==> src/rtl/itc_pkg.sv <==
// -----------------------------------------------------------------------------
// itc_pkg
// Types and constants shared by the two-channel interval timer files.
// -----------------------------------------------------------------------------
package itc_pkg;

  // Default width of the down counters.
  localparam int COUNTER_WIDTH = 16;

  // Kind of access carried by an input item.
  typedef enum logic [1:0] {
    MODE_WRITE = 2'd0,
    MODE_READ  = 2'd1,
    MODE_TICK  = 2'd2
  } item_mode_t;

  // Port addresses.
  typedef enum logic [1:0] {
    PORT_CH0  = 2'd0,
    PORT_CH2  = 2'd1,
    PORT_CMD  = 2'd2,
    PORT_GATE = 2'd3
  } port_sel_t;

  // Command byte fields.
  localparam logic [1:0] CMD_SEL_CH0     = 2'b00;
  localparam logic [1:0] CMD_SEL_CH2     = 2'b10;
  localparam logic [1:0] CMD_ACC_LATCH   = 2'b00;
  localparam logic [2:0] CMD_MODE_RATE   = 3'd2;
  localparam logic [2:0] CMD_MODE_RATE_X = 3'd6;

  // Bit of the gate port that shows the channel 2 output on a read.
  localparam int GATE_OUT_BIT = 5;

  typedef struct packed {
    logic [1:0] mode;
    logic [1:0] port_sel;
    logic [7:0] write_data;
  } in_item_t;

  typedef struct packed {
    logic [7:0] read_data;
    logic       expiry_pulse;
    logic       ruler_output;
  } out_item_t;

endpackage

==> src/rtl/interval_timer_two_channel_top.sv <==
// -----------------------------------------------------------------------------
// Interval timer with two down counters, a stage-one and a result register.
// Throughput one item per cycle; stalls only when the result register is held.
// Reset (rst_n low, synchronous) clears counters, modes and pipeline valids.
// -----------------------------------------------------------------------------
module interval_timer_two_channel_top #(
  parameter int CounterWidth = itc_pkg::COUNTER_WIDTH
) (
  input  logic               clk,
  input  logic               rst_n,
  input  logic               in_valid,
  output logic               in_ready,
  input  itc_pkg::in_item_t  in_data,
  output logic               out_valid,
  input  logic               out_ready,
  output itc_pkg::out_item_t out_data
);

  // The block is a two-register pipeline. Stage one holds the accepted item;
  // the timer state and the result register are both updated from it in the
  // same cycle, so every item sees the state left by the item before it.

  logic               s1_valid_r;
  itc_pkg::in_item_t  s1_data_r;
  logic               out_valid_r;
  itc_pkg::out_item_t out_data_r;
  itc_pkg::out_item_t out_data_nxt;

  logic advance;
  logic fire;

  // Per channel state. Index 0 is channel 0, index 1 is channel 2.
  logic [CounterWidth-1:0] counter_value_r    [2];
  logic [CounterWidth-1:0] counter_value_nxt  [2];
  logic [CounterWidth-1:0] reload_value_r     [2];
  logic [CounterWidth-1:0] reload_value_nxt   [2];
  logic [CounterWidth-1:0] latched_value_r    [2];
  logic [CounterWidth-1:0] latched_value_nxt  [2];
  logic [7:0]              pending_low_r      [2];
  logic [7:0]              pending_low_nxt    [2];
  logic                    periodic_mode_r    [2];
  logic                    periodic_mode_nxt  [2];
  logic                    write_phase_r      [2];
  logic                    write_phase_nxt    [2];
  logic                    read_phase_r       [2];
  logic                    read_phase_nxt     [2];
  logic                    latch_held_r       [2];
  logic                    latch_held_nxt     [2];
  logic                    running_r          [2];
  logic                    running_nxt        [2];
  logic                    output_level_r     [2];
  logic                    output_level_nxt   [2];
  logic [1:0]              gate_bits_r;
  logic [1:0]              gate_bits_nxt;

  // The result register moves on when it is empty or being taken. Stage one
  // can take a new item whenever its own item moves into the result register
  // in the same cycle, giving a sustained one item per clock while results are taken.
  assign advance  = !out_valid_r || out_ready;
  assign in_ready = !s1_valid_r || advance;
  assign fire     = s1_valid_r && advance;

  assign out_valid = out_valid_r;
  assign out_data  = out_data_r;

  always_ff @(posedge clk) begin
    if (!rst_n) begin
      s1_valid_r <= 1'b0;
    end else if (in_ready) begin
      s1_valid_r <= in_valid;
    end
  end

  // Payload registers carry no reset.
  always_ff @(posedge clk) begin
    if (in_valid && in_ready) begin
      s1_data_r <= in_data;
    end
  end

  always_ff @(posedge clk) begin
    if (!rst_n) begin
      out_valid_r <= 1'b0;
    end else if (advance) begin
      out_valid_r <= s1_valid_r;
    end
  end

  always_ff @(posedge clk) begin
    if (fire) begin
      out_data_r <= out_data_nxt;
    end
  end

  // Timer state. It only changes when an item completes its pass.
  always_ff @(posedge clk) begin
    if (!rst_n) begin
      for (int ch = 0; ch < 2; ch++) begin
        counter_value_r[ch] <= '0;
        reload_value_r[ch]  <= '0;
        latched_value_r[ch] <= '0;
        pending_low_r[ch]   <= '0;
        periodic_mode_r[ch] <= 1'b0;
        write_phase_r[ch]   <= 1'b0;
        read_phase_r[ch]    <= 1'b0;
        latch_held_r[ch]    <= 1'b0;
        running_r[ch]       <= 1'b0;
        output_level_r[ch]  <= 1'b0;
      end
      gate_bits_r <= '0;
    end else if (fire) begin
      counter_value_r <= counter_value_nxt;
      reload_value_r  <= reload_value_nxt;
      latched_value_r <= latched_value_nxt;
      pending_low_r   <= pending_low_nxt;
      periodic_mode_r <= periodic_mode_nxt;
      write_phase_r   <= write_phase_nxt;
      read_phase_r    <= read_phase_nxt;
      latch_held_r    <= latch_held_nxt;
      running_r       <= running_nxt;
      output_level_r  <= output_level_nxt;
      gate_bits_r     <= gate_bits_nxt;
    end
  end

  // Next state and result for the item in stage one. Each channel needs at
  // most one decrement and one compare against zero, so this is short logic.
  always_comb begin
    logic                    is_write;
    logic                    is_read;
    logic                    is_tick;
    logic [7:0]              wd;
    logic [1:0]              chan_sel;
    logic                    data_port;
    logic                    gated;
    logic [15:0]             count_word;
    logic [CounterWidth-1:0] view;
    logic [31:0]             view_wide;
    logic [CounterWidth-1:0] dec;
    logic                    terminal [2];
    logic [7:0]              rd;

    is_write = (s1_data_r.mode == itc_pkg::MODE_WRITE);
    is_read  = (s1_data_r.mode == itc_pkg::MODE_READ);
    is_tick  = (s1_data_r.mode == itc_pkg::MODE_TICK);
    wd       = s1_data_r.write_data;
    rd       = '0;

    counter_value_nxt = counter_value_r;
    reload_value_nxt  = reload_value_r;
    latched_value_nxt = latched_value_r;
    pending_low_nxt   = pending_low_r;
    periodic_mode_nxt = periodic_mode_r;
    write_phase_nxt   = write_phase_r;
    read_phase_nxt    = read_phase_r;
    latch_held_nxt    = latch_held_r;
    running_nxt       = running_r;
    output_level_nxt  = output_level_r;
    gate_bits_nxt     = gate_bits_r;

    // The gate port holds the channel 2 gate in bit 0 and the speaker bit in
    // bit 1; anything above is dropped on a write.
    if (is_write && (s1_data_r.port_sel == itc_pkg::PORT_GATE)) begin
      gate_bits_nxt = wd[1:0];
    end
    if (is_read && (s1_data_r.port_sel == itc_pkg::PORT_GATE)) begin
      rd[1:0]                   = gate_bits_r;
      rd[itc_pkg::GATE_OUT_BIT] = output_level_r[1];
    end

    for (int ch = 0; ch < 2; ch++) begin
      chan_sel    = (ch == 0) ? itc_pkg::CMD_SEL_CH0 : itc_pkg::CMD_SEL_CH2;
      data_port   = (ch == 0) ? (s1_data_r.port_sel == itc_pkg::PORT_CH0)
                              : (s1_data_r.port_sel == itc_pkg::PORT_CH2);
      gated       = (ch == 0) ? 1'b1 : gate_bits_r[0];
      count_word  = {wd, pending_low_r[ch]};
      view        = latch_held_r[ch] ? latched_value_r[ch] : counter_value_r[ch];
      view_wide   = 32'(view);
      dec         = counter_value_r[ch] - CounterWidth'(1);
      terminal[ch] = 1'b0;

      // Command byte aimed at this channel: either a counter latch or a
      // mode change. Channel 1 and read-back commands match neither channel.
      if (is_write && (s1_data_r.port_sel == itc_pkg::PORT_CMD) &&
          (wd[7:6] == chan_sel)) begin
        if (wd[5:4] == itc_pkg::CMD_ACC_LATCH) begin
          // A second latch is ignored until the first has been read out.
          if (!latch_held_r[ch]) begin
            latched_value_nxt[ch] = counter_value_r[ch];
            latch_held_nxt[ch]    = 1'b1;
            read_phase_nxt[ch]    = 1'b0;
          end
        end else begin
          periodic_mode_nxt[ch] = (wd[3:1] == itc_pkg::CMD_MODE_RATE) ||
                                  (wd[3:1] == itc_pkg::CMD_MODE_RATE_X);
          running_nxt[ch]       = 1'b0;
          write_phase_nxt[ch]   = 1'b0;
          read_phase_nxt[ch]    = 1'b0;
          latch_held_nxt[ch]    = 1'b0;
          output_level_nxt[ch]  = periodic_mode_nxt[ch];
        end
      end

      // Count bytes arrive low first. The high byte loads the counter and
      // starts it; outside modes 2 and 6 both bytes force the output low.
      if (is_write && data_port) begin
        if (!write_phase_r[ch]) begin
          pending_low_nxt[ch] = wd;
          write_phase_nxt[ch] = 1'b1;
          if (!periodic_mode_r[ch]) begin
            running_nxt[ch]      = 1'b0;
            output_level_nxt[ch] = 1'b0;
          end
        end else begin
          reload_value_nxt[ch]  = CounterWidth'(count_word);
          counter_value_nxt[ch] = CounterWidth'(count_word);
          running_nxt[ch]       = 1'b1;
          write_phase_nxt[ch]   = 1'b0;
          if (!periodic_mode_r[ch]) begin
            output_level_nxt[ch] = 1'b0;
          end
        end
      end

      // Reads return the low byte, then bits 15:8, of the latch if one is
      // held, otherwise of the live count. The second byte frees the latch.
      if (is_read && data_port) begin
        if (!read_phase_r[ch]) begin
          rd                 = view_wide[7:0];
          read_phase_nxt[ch] = 1'b1;
        end else begin
          rd                 = view_wide[15:8];
          read_phase_nxt[ch] = 1'b0;
          latch_held_nxt[ch] = 1'b0;
        end
      end

      // A tick first restores the mode 2 output after its one-item low
      // pulse, then decrements if the channel is running and gated. A count
      // of zero wraps, so a loaded zero lasts a full counter period.
      if (is_tick) begin
        if (periodic_mode_r[ch]) begin
          output_level_nxt[ch] = 1'b1;
        end
        if (running_r[ch] && gated) begin
          counter_value_nxt[ch] = dec;
          if (dec == '0) begin
            terminal[ch] = 1'b1;
            if (periodic_mode_r[ch]) begin
              counter_value_nxt[ch] = reload_value_r[ch];
              output_level_nxt[ch]  = 1'b0;
            end else begin
              output_level_nxt[ch]  = 1'b1;
            end
          end
        end
      end
    end

    out_data_nxt.read_data    = rd;
    out_data_nxt.expiry_pulse = terminal[0];
    out_data_nxt.ruler_output = output_level_nxt[1];
  end

endmodule

==> config.mk <==
export PLATFORM = sky130hd
export DESIGN_NAME = interval_timer_two_channel_top
export DESIGN_NICKNAME = d
export VERILOG_FILES = /design/src/rtl/itc_pkg.sv /design/src/rtl/interval_timer_two_channel_top.sv
export SDC_FILE = /design/constraint.sdc
export NUM_CORES = 1
export LEC_CHECK = 0
export BUFFER_PORTS_ARGS = -buffer_cell sky130_fd_sc_hd__buf_2
export CORE_ASPECT_RATIO = 1.25
export CORE_UTILIZATION = 55
export DETAILED_ROUTE_END_ITERATION = 10
export PLACE_DENSITY = 0.73
export SLEW_MARGIN = 30
export SYNTH_ARGS = -nofsm -noshare
export SYNTH_HDL_FRONTEND = slang
export SYNTH_SLANG_ARGS = --single-unit
export TNS_END_PERCENT = 5
==> constraint.sdc <==
create_clock -name clk -period 2.85 [get_ports clk]
set_input_delay 0.57 -clock clk [delete_from_list [all_inputs] [get_ports clk]]
set_output_delay 0.57 -clock clk [all_outputs]
set_load 0.02 [all_outputs]
==> impl_metrics.ini <==
[status]
outcome = finished, final reports clean

[clock_network]
htreeDepth = 4
post_cts_buffers = 0
cts_buffers = 17
cts_tree = done
clock_sink_count = 149
ctsLongestPathBuffers = 2
root_buffer = clkbuf_16
clkTransAtPathRegs_ns = 0.07
worstSkewPairLatency_ns = 0.44

[final_layout]
drive_above_1_share_pct = 17.4
final_common_cell = nand2_1
n_antenna_cell = 0
fin_nets = 958
stdcell_area_sq_um = 9030
fillers = 1211
final_cell_mix = 173 x nand2_1, 127 x dfxtp_1, 62 x nor2_1, 57 x buf_4, 54 x a21boi_0
area_growth_pct = 14.2

[timing]
finalCriticalPeriod_ns = 2.63
relSlewSlack_pct = 62.1
setup_ws_ns = 0.221
period_share_pct = 92.2
finalHoldViolCount = 0
fin_worst_skew_ns = 0.00994
rsz0062_at_grt = no
worstMarginPinSlew_ns = 0.554
fmax_ghz = 0.380
tns_ns = 0
drv_slew = 0
finalSetupViolations = 0

[critical_path]
cp_slowest_cell = nor4_4
critPathMaxFanout = 11
max_stage_delay_ns = 0.48
crit_path_cell_trace = nor4_4 > nand2_1 > nor3_2 > xor2_1 > nand4b_2 > o211a_1 > or3_1
crit_type = reg2reg
cp_num_buf_inv = 0
critPathArrivalTime_ns = 2.95
crit_family = simple AND/OR/NAND/NOR gates
required_ns = 3.17
crit_path_end_kind = flip-flop
critPathLaunchType = flip-flop

[power]
finalPower_mw = 4.82
powerDensity_nw_per_um2 = 534
vdd_drop_max_mv = 0.435
leakage_nw = 3.40

[logic_synthesis]
netlist_instances = 903
avgSynthCellArea_sq_um = 8.76
synth-edff-count = 22
synth-seq-area-share_pct = 40.5
synthFlopType = dfxtp_1
synth_nets = 923
yosys_warnings = 0
synthDistinctLibCells = 71
ys_ff_latch = 149
synth_area_sq_um = 7910
async_flop_share_pct = 0

[detailed_routing]
final_antenna_net_count = 0
routed_wirelength_mm = 21.9
initialDrtViolationCount = 367
drt_pre_antenna_iters = 5
routedWlPerCell_um = 19.4
route.detailed.drc = 0
vias = 6825
viasPerCell = 6.06

[flow_run]
max_cap_violations = 0

[placement]
dpl_cell_area_sq_um = 8390
io_buffer_count = 27
pre_cts_ws_ns = 0.230
dpl.hpwl_mm = 15.6
place_congestion = 0.951

[global_routing]
antenna_found_initial = 0
grt_pass1_vias = 6668
gr-total-overflow = 0
grt_first_pass_wirelength_mm = 35.0
grt_usage_pct = 31.5
grt_max_degree = 47

[floorplan]
core_sq_um = 13900
dieHeight_um = 136
core.rowCount = 48
io_pins = 28
die_w_um = 109
start_util_pct = 56.8
die-area_sq_um = 14900

[hold_path]
hold_class = in2reg
-- stage by stage --
stage / std cells / hold WS, ns / utilization [%]
detailed placement: 1094 / 0.450 / 60.2
finish: 1126 / 0.309 / 64.8
global route: 1126 / 0.295 / 64.8
CTS: 1126 / 0.303 / 64.7
floorplan: 903 / 0.432 / -
global placement: 1094 / 0.443 / 60.2
-- flip-flops by register name, indices dropped and copies added (netlist names) --
| signal | cells |
|---|---|
| latched_value_r | 32 |
| output_level_r | 1 |
| latch_held_r | 2 |
| pending_low_r | 16 |
| gate_bits_r | 2 |
| read_phase_r | 2 |
| write_phase_r | 2 |
| s1_valid_r | 1 |
| out_valid | 1 |
| s1_data_r | 12 |
| counter_value_r | 32 |
| periodic_mode_r | 2 |
| out_data | 10 |
| running_r | 2 |
| reload_value_r | 32 |
-- per-layer routing --
layer | GRT usage (%) | up-vias | part of all wire, %
met1 | 35.9 | 3270 | 39
li1 | - | 3243 | -
met2 | 53.8 | 231 | 51
met3 | 6.76 | 81 | 5.1
met4 | 18.1 | 0 | 5.1
met5 | 0 | - | 0
-- cell usage after synthesis, drive strengths merged, types with 5 or more instances --
| master | n | area (sq um) |
|---|---|---|
| nand3 | 21 | 105 |
| mux2 | 14 | 158 |
| nor3 | 14 | 96.4 |
| xor2 | 9 | 78.8 |
| xnor2 | 7 | 61.3 |
| edfxtp | 22 | 661 |
| nor4 | 9 | 83.8 |
| nor2b | 43 | 269 |
| mux4 | 16 | 364 |
| inv | 10 | 37.5 |
| nor2 | 63 | 239 |
| dfxtp | 127 | 2540 |
| o31ai | 6 | 50.1 |
| a21boi | 56 | 420 |
| nand4 | 6 | 37.5 |
| buf | 18 | 111 |
| a211oi | 8 | 60.1 |
| nand2b | 5 | 31.3 |
| nor4b | 5 | 83.8 |
| a31oi | 12 | 75.1 |
| nand2 | 174 | 656 |
| or3 | 9 | 56.3 |
| and2 | 5 | 31.3 |
| a21oi | 28 | 140 |
| o21ai | 61 | 305 |
| clkbuf | 50 | 188 |
| mux2i | 48 | 480 |
| nand3b | 6 | 45.0 |
-- where the power goes --
| group | switching [mW] | leakage [nW] | internal, mW | total [mW] |
|---|---|---|---|---|
| Clock | 0.919 | 0.305 | 1.47 | 2.39 |
| Combinational | 0.144 | 1.86 | 0.0935 | 0.237 |
| Sequential | 0.0328 | 1.24 | 2.16 | 2.19 |
| Total | 1.10 | 3.40 | 3.72 | 4.82 |
-- area by class of cell --
cell class | count | area, sq um | share of cell area [%]
tap | 175 | 219 | 2.43
inverter | 10 | 37.5 | 0.416
multi-input combinational | 676 | 4380 | 48.5
sequential | 149 | 3200 | 35.5
timing repair buffer | 84 | 563 | 6.24
clock buffer | 18 | 429 | 4.75
clock inverter | 14 | 199 | 2.20
-- path summary, 6_finish.rpt --
path | from | to | slack, ns | depth (start not counted)
hold reg to reg | latched_value_r[31]$_SDFFE_PN0P_ | latched_value_r[31]$_SDFFE_PN0P_ | 0.46 | 2
hold / removal | in_data[8] | s1_data_r[8]$_DFFE_PP_ | 0.31 | 1
setup reg to reg | counter_value_r[3]$_SDFFE_PN0P_ | counter_value_r[0]$_SDFFE_PN0P_ | 0.22 | 7
setup / recovery | counter_value_r[3]$_SDFFE_PN0P_ | counter_value_r[0]$_SDFFE_PN0P_ | 0.22 | 7
-- what timing repair did --
item,4_1_cts,5_1_grt
gates resized for setup,0,1
setup endpoints to repair,0,1
hold buffers,0,0
hold endpoints to repair,0,0
-- cell families (layout without fill, tap and decap cells) --
family | Yosys count | after routing | synth area share (%)
flops | 149 | 149 | 40.5
fa+ha+maj | 4 | 4 | 0.633
mux | 78 | 78 | 12.7
compound gates | 198 | 198 | 16.2
xor+xnor | 16 | 16 | 1.77
simple gates | 380 | 380 | 24.0
buf+inv | 78 | 126 | 4.26
No activity file was read; power rests on OpenSTA's default activity.
